$ cat src/pdll_ram.sv
// Generic single-write, single-read RAM with registered read data.
// Used for the node values, the link arrays and the free-slot stack.
// No dependencies.
module pdll_ram #(
  parameter int WIDTH = 8,
  parameter int DEPTH = 256
) (
  input  logic                     clk,
  input  logic                     we,
  input  logic [$clog2(DEPTH)-1:0] waddr,
  input  logic [WIDTH-1:0]         wdata,
  input  logic [$clog2(DEPTH)-1:0] raddr,
  output logic [WIDTH-1:0]         rdata
);

  logic [WIDTH-1:0] mem [DEPTH];
  logic [WIDTH-1:0] rdata_r;

  always_ff @(posedge clk) begin
    if (we) begin
      mem[waddr] <= wdata;
    end
    rdata_r <= mem[raddr];
  end

  assign rdata = rdata_r;

endmodule
$ cat config.mk
export PLATFORM = sky130hd
export DESIGN_NAME = pdll_ram
export DESIGN_NICKNAME = d
export VERILOG_FILES = /design/src/pdll_ram.sv
export SDC_FILE = /design/constraint.sdc
export NUM_CORES = 2
export LEC_CHECK = 0
export BUFFER_PORTS_ARGS = -buffer_cell sky130_fd_sc_hd__buf_2
export CORE_ASPECT_RATIO = 0.7
export CORE_MARGIN = 4
export CORE_UTILIZATION = 35
export DETAILED_ROUTE_END_ITERATION = 7
export PLACE_DENSITY_LB_ADDON = 0.25
export SYNTH_ARGS = -nofsm -noshare
export SYNTH_HDL_FRONTEND = slang
export SYNTH_SLANG_ARGS = --single-unit
$ cat constraint.sdc
create_clock -name clk -period 3.2 [get_ports clk]
set_input_delay 0.64 -clock clk [delete_from_list [all_inputs] [get_ports clk]]
set_output_delay 0.64 -clock clk [all_outputs]
set_load 0.05 [all_outputs]
# Word-level counts from Yosys, hierarchy flattened
# Memories as Yosys holds them, arrays and structs flattened. A register that Yosys moved wholly into a read port is not among the register bits.
# Cells that the tools add are included.
dict set report word_totals {
  word_cells 3
  inputBits 26
  ramBits 2048
  latchBits 0
  out_inout_bits 8
  romBits 0
  ff_bits 0
  mem_count 1
}
dict set report classes {
  reduce_logical 0
  bitwise 0
  mul 0
  shift 0
  addsub 0
  muxes 2
  magnitude_cmp 0
  eq_ne 0
  div_mod_pow 0
}
# memory words word_bits rd rd_clocked_by_memory_dff wr line
set mem_list {}
lappend mem_list {mem 256 8 1 1 1 16} ;# logic [WIDTH-1:0] mem [DEPTH];
# op n
set op_table {}
lappend op_table {{1-bit two-way mux} 2}

# Depth between registers and ports, before layout
dict set report logic_depth {
  depth_word 2
  depth_mapped 11
  mapped_depth_nobuf 6
}

# Least setup slack after synthesis
# OpenSTA, ideal clock, no wires.
dict set report synth_timing {
  path_kind {input-to-reg}
  startpoint {input raddr[0]}
  endpoint {register rdata_r[2], in the netlist rdata[2], read port of mem}
  required_time_ns 3.069
  path_stages 9
  t_arrival_ns 2.447
  path_buffers 4
  setup_ns 0.131
  path_slack_ns 0.622
  path_cell_list {buf_6 buf_12 buf_8 buf_2 mux4_2 a22oi_1 a21oi_1 nor4_1 nor4_2}
}
# item line
set synth_rtl {}
lappend synth_rtl {{start: declaration} 12} ;# input logic [$clog2(DEPTH)-1:0] raddr,
lappend synth_rtl {{end: declaration} 17} ;# logic [WIDTH-1:0] rdata_r;

==> results_dict.tcl <==
set metrics [dict create \
    ys_ff_latch 2056 \
    drtAntennaViolNets 0 \
    clock_latency_ns 0.86 \
    post-route-util 0.415 \
    drive_above_1_share 0.306 \
    globalRouteOverflowTotal 0 \
    crit_path_end_kind "register" \
    placedCellCount 7155 \
    finalHoldViolations 0 \
    wire_per_inst_um 28.9 \
    dieArea_mm2 0.235 \
    gp_congestion 0.871 \
    critPathArrivalTime_ns 3.71 \
    drc 0 \
    drtIter0Drc 4815 \
    clk_pin_slew_ns 0.06 \
    fmax_mhz 336 \
    cpMostUsedCell "buf_4" \
    slowest_stage "a2111oi_0" \
    seq_area_frac_synth 0.775 \
    std_cell_rows 146 \
    cts_buffers 201 \
    stdcell_area_mm2 0.0938 \
    initial_utilization 0.352 \
    num-fill-cells 20000 \
    reg2reg_setup_slack_ns 0.43 \
    grt_pass1_wl_mm 306 \
    chipHeight_um 407 \
    h-tree-depth 4 \
    ys.flop_type "edfxtp_1" \
    skew_ns 0.0420 \
    cts_tree "built" \
    wl_mm 217 \
    yosysTopAreaCellShare 0.773 \
    drt_pre_antenna_iters 6 \
    place_hpwl_mm 141 \
    power_density_mw_per_mm2 594 \
    syn2layout_area_growth_pct 17.9 \
    core_mm2 0.226 \
    rsz0062_at_grt "no" \
    post_cts_buffers 0 \
    maxCapViolCount 0 \
    min_period_over_period 0.930 \
    ir_drop_v 0.000484 \
    synth_edf_count 2048 \
    yosysMostFrequentCell "edfxtp_1" \
    worst-path-buf-inv 5 \
    critPathLaunchType "input port" \
    port_buffers 33 \
    first_global_vias 39900 \
    setup_ws_ns 0.225 \
    path_cells "buf_4, clkinv_1, buf_12, nand2_1, o21ai_0, buf_4, a2111oi_0, buf_4, nor3_1, nor4_2" \
    p_total_mw 55.7 \
    ios 34 \
    slew_viol_final 0 \
    vias 40500 \
    hold_class "input port to register" \
    finalNonFillerCells 7525 \
    pre_cts_slack_ns -0.449 \
    synth.avg_cell_area_um2 21.3 \
    syn_area_mm2 0.0796 \
    ys_warn_count 0 \
    power.leakage_nw 29.8 \
    required_ns 3.93 \
    yosys-top-cells-area "edfxtp_1 (77%), mux4_2 (13%), mux2i_1 (1.7%), nor2_1 (1.3%), a22oi_1 (1.3%)" \
    die_w_um 578 \
    finalSetupTns_ns 0 \
    worst_pin_slew_ns 1.15 \
    setup_viol 0 \
    status "completed" \
    grt_max_degree 93 \
    cts.sinks 2056 \
    grt_usage 0.183 \
    final_nets 4351 \
    cpLargestDelayFamily "buffers and inverters" \
    viasPerCell 5.38 \
    yosysTopAreaCell "edfxtp_1" \
    clock_path_buffers 4 \
    cts_root_buffer "clkbuf_16" \
    maxSlewHeadroom 0.215 \
    whs_ns 0.177 \
    period_minus_slack_ns 2.98 \
    cpPeakStageDelay_ns 1.00 \
    synthCells 3733 \
    synth_commonest_cells "edfxtp_1 (2048), mux4_2 (454), nor2_1 (282)" \
    ys_async_sr_fraction 0 \
    place_area_mm2 0.0876 \
    path_max_fanout 18 \
    synth_nets 3759 \
    crit_type "input port to register" \
    synth_cell_types 55 \
    antenna_found_initial 18 \
]
## layout by cell type (no fill, tap or decap), types with 5 or more instances in the layout
master	count
clkbuf_1	38
a211oi_1	16
nand2_1	33
o211ai_1	10
nor2_1	279
clkbuf_16	203
nand3_1	31
o22ai_1	28
o22a_1	5
buf_4	517
o21ai_0	10
nand4_1	10
a22oi_1	133
diode_2	7
a22o_1	8
and2_1	5
a221oi_1	13
nor2b_1	28
nand2b_1	8
o221ai_1	46
a21oi_1	96
clkinv_2	42
nor4_1	24
mux4_2	454
buf_8	10
dfxtp_1	8
mux2i_1	134
buf_12	73
nor3_1	22
clkinvlp_4	11
buf_2	21
clkinv_1	49
bufinv_16	13
edfxtp_1	2048
## state kept, by name, summed over array words and instances (netlist names)
register	flops
mem	2048
rdata	8
## worst reg2reg max path, delay by kind of cell, from the launching register on
kind | cells | cell delay, ns
AOI/OAI and AO/OA | 3 | 1.29
DFF | 1 | 0.33
and+or+nand+nor | 2 | 0.38
muxes | 1 | 0.22
buffers and inverters | 2 | 0.44
## worst paths after layout
check	endpoint	cells after the start	from
setup / recovery	rdata[2]$_DFF_P_	10	raddr[2]
setup reg to reg	rdata[2]$_DFF_P_	8	mem[174][2]$_DFFE_PP_
hold reg to reg	rdata[5]$_DFF_P_	7	mem[32][5]$_DFFE_PP_
hold / removal	mem[227][0]$_DFFE_PP_	1	wdata[0]
## layout make-up
cell class,instances,area [µm²],share of cell area
clock inverters,121,967,0.0103
inverters,2,7.51,0.0000801
diodes,7,17.5,0.000187
clock buffers,241,5220,0.0557
well taps,3034,3800,0.0405
repair buffers,622,5610,0.0598
flip-flops and latches,2056,61700,0.657
multi-input cells,1442,16500,0.176
## layer usage
layer	wire length, µm	part of all wire	GRT usage
met1	99200	0.46	0.281
met2	90100	0.41	0.249
met3	23200	0.11	0.0596
met4	4870	0.022	0.0435
met5	40	0.00018	0
## cell families (layout without fill, tap and decap cells)
logic type	after synthesis	after routing	share of synthesized area
AO/OA/AOI/OAI	385	385	0.0342
multiplexers	591	591	0.146
other	0	7	0
flip-flops	2056	2056	0.775
AND/OR/NAND/NOR	466	466	0.0263
buffers and inverters	235	986	0.0183
## what timing repair did
item                      4_1_cts  5_1_grt
resized for setup               0        0
hold buffers                    1        0
hold endpoints to repair        4        0
## power by group
group	switching [mW]	internal (mW)	total, mW
clock network	10.1	12.7	22.8
logic	2.00	1.21	3.21
registers	0.0519	29.7	29.7
(Power assumes the default switching activity.)
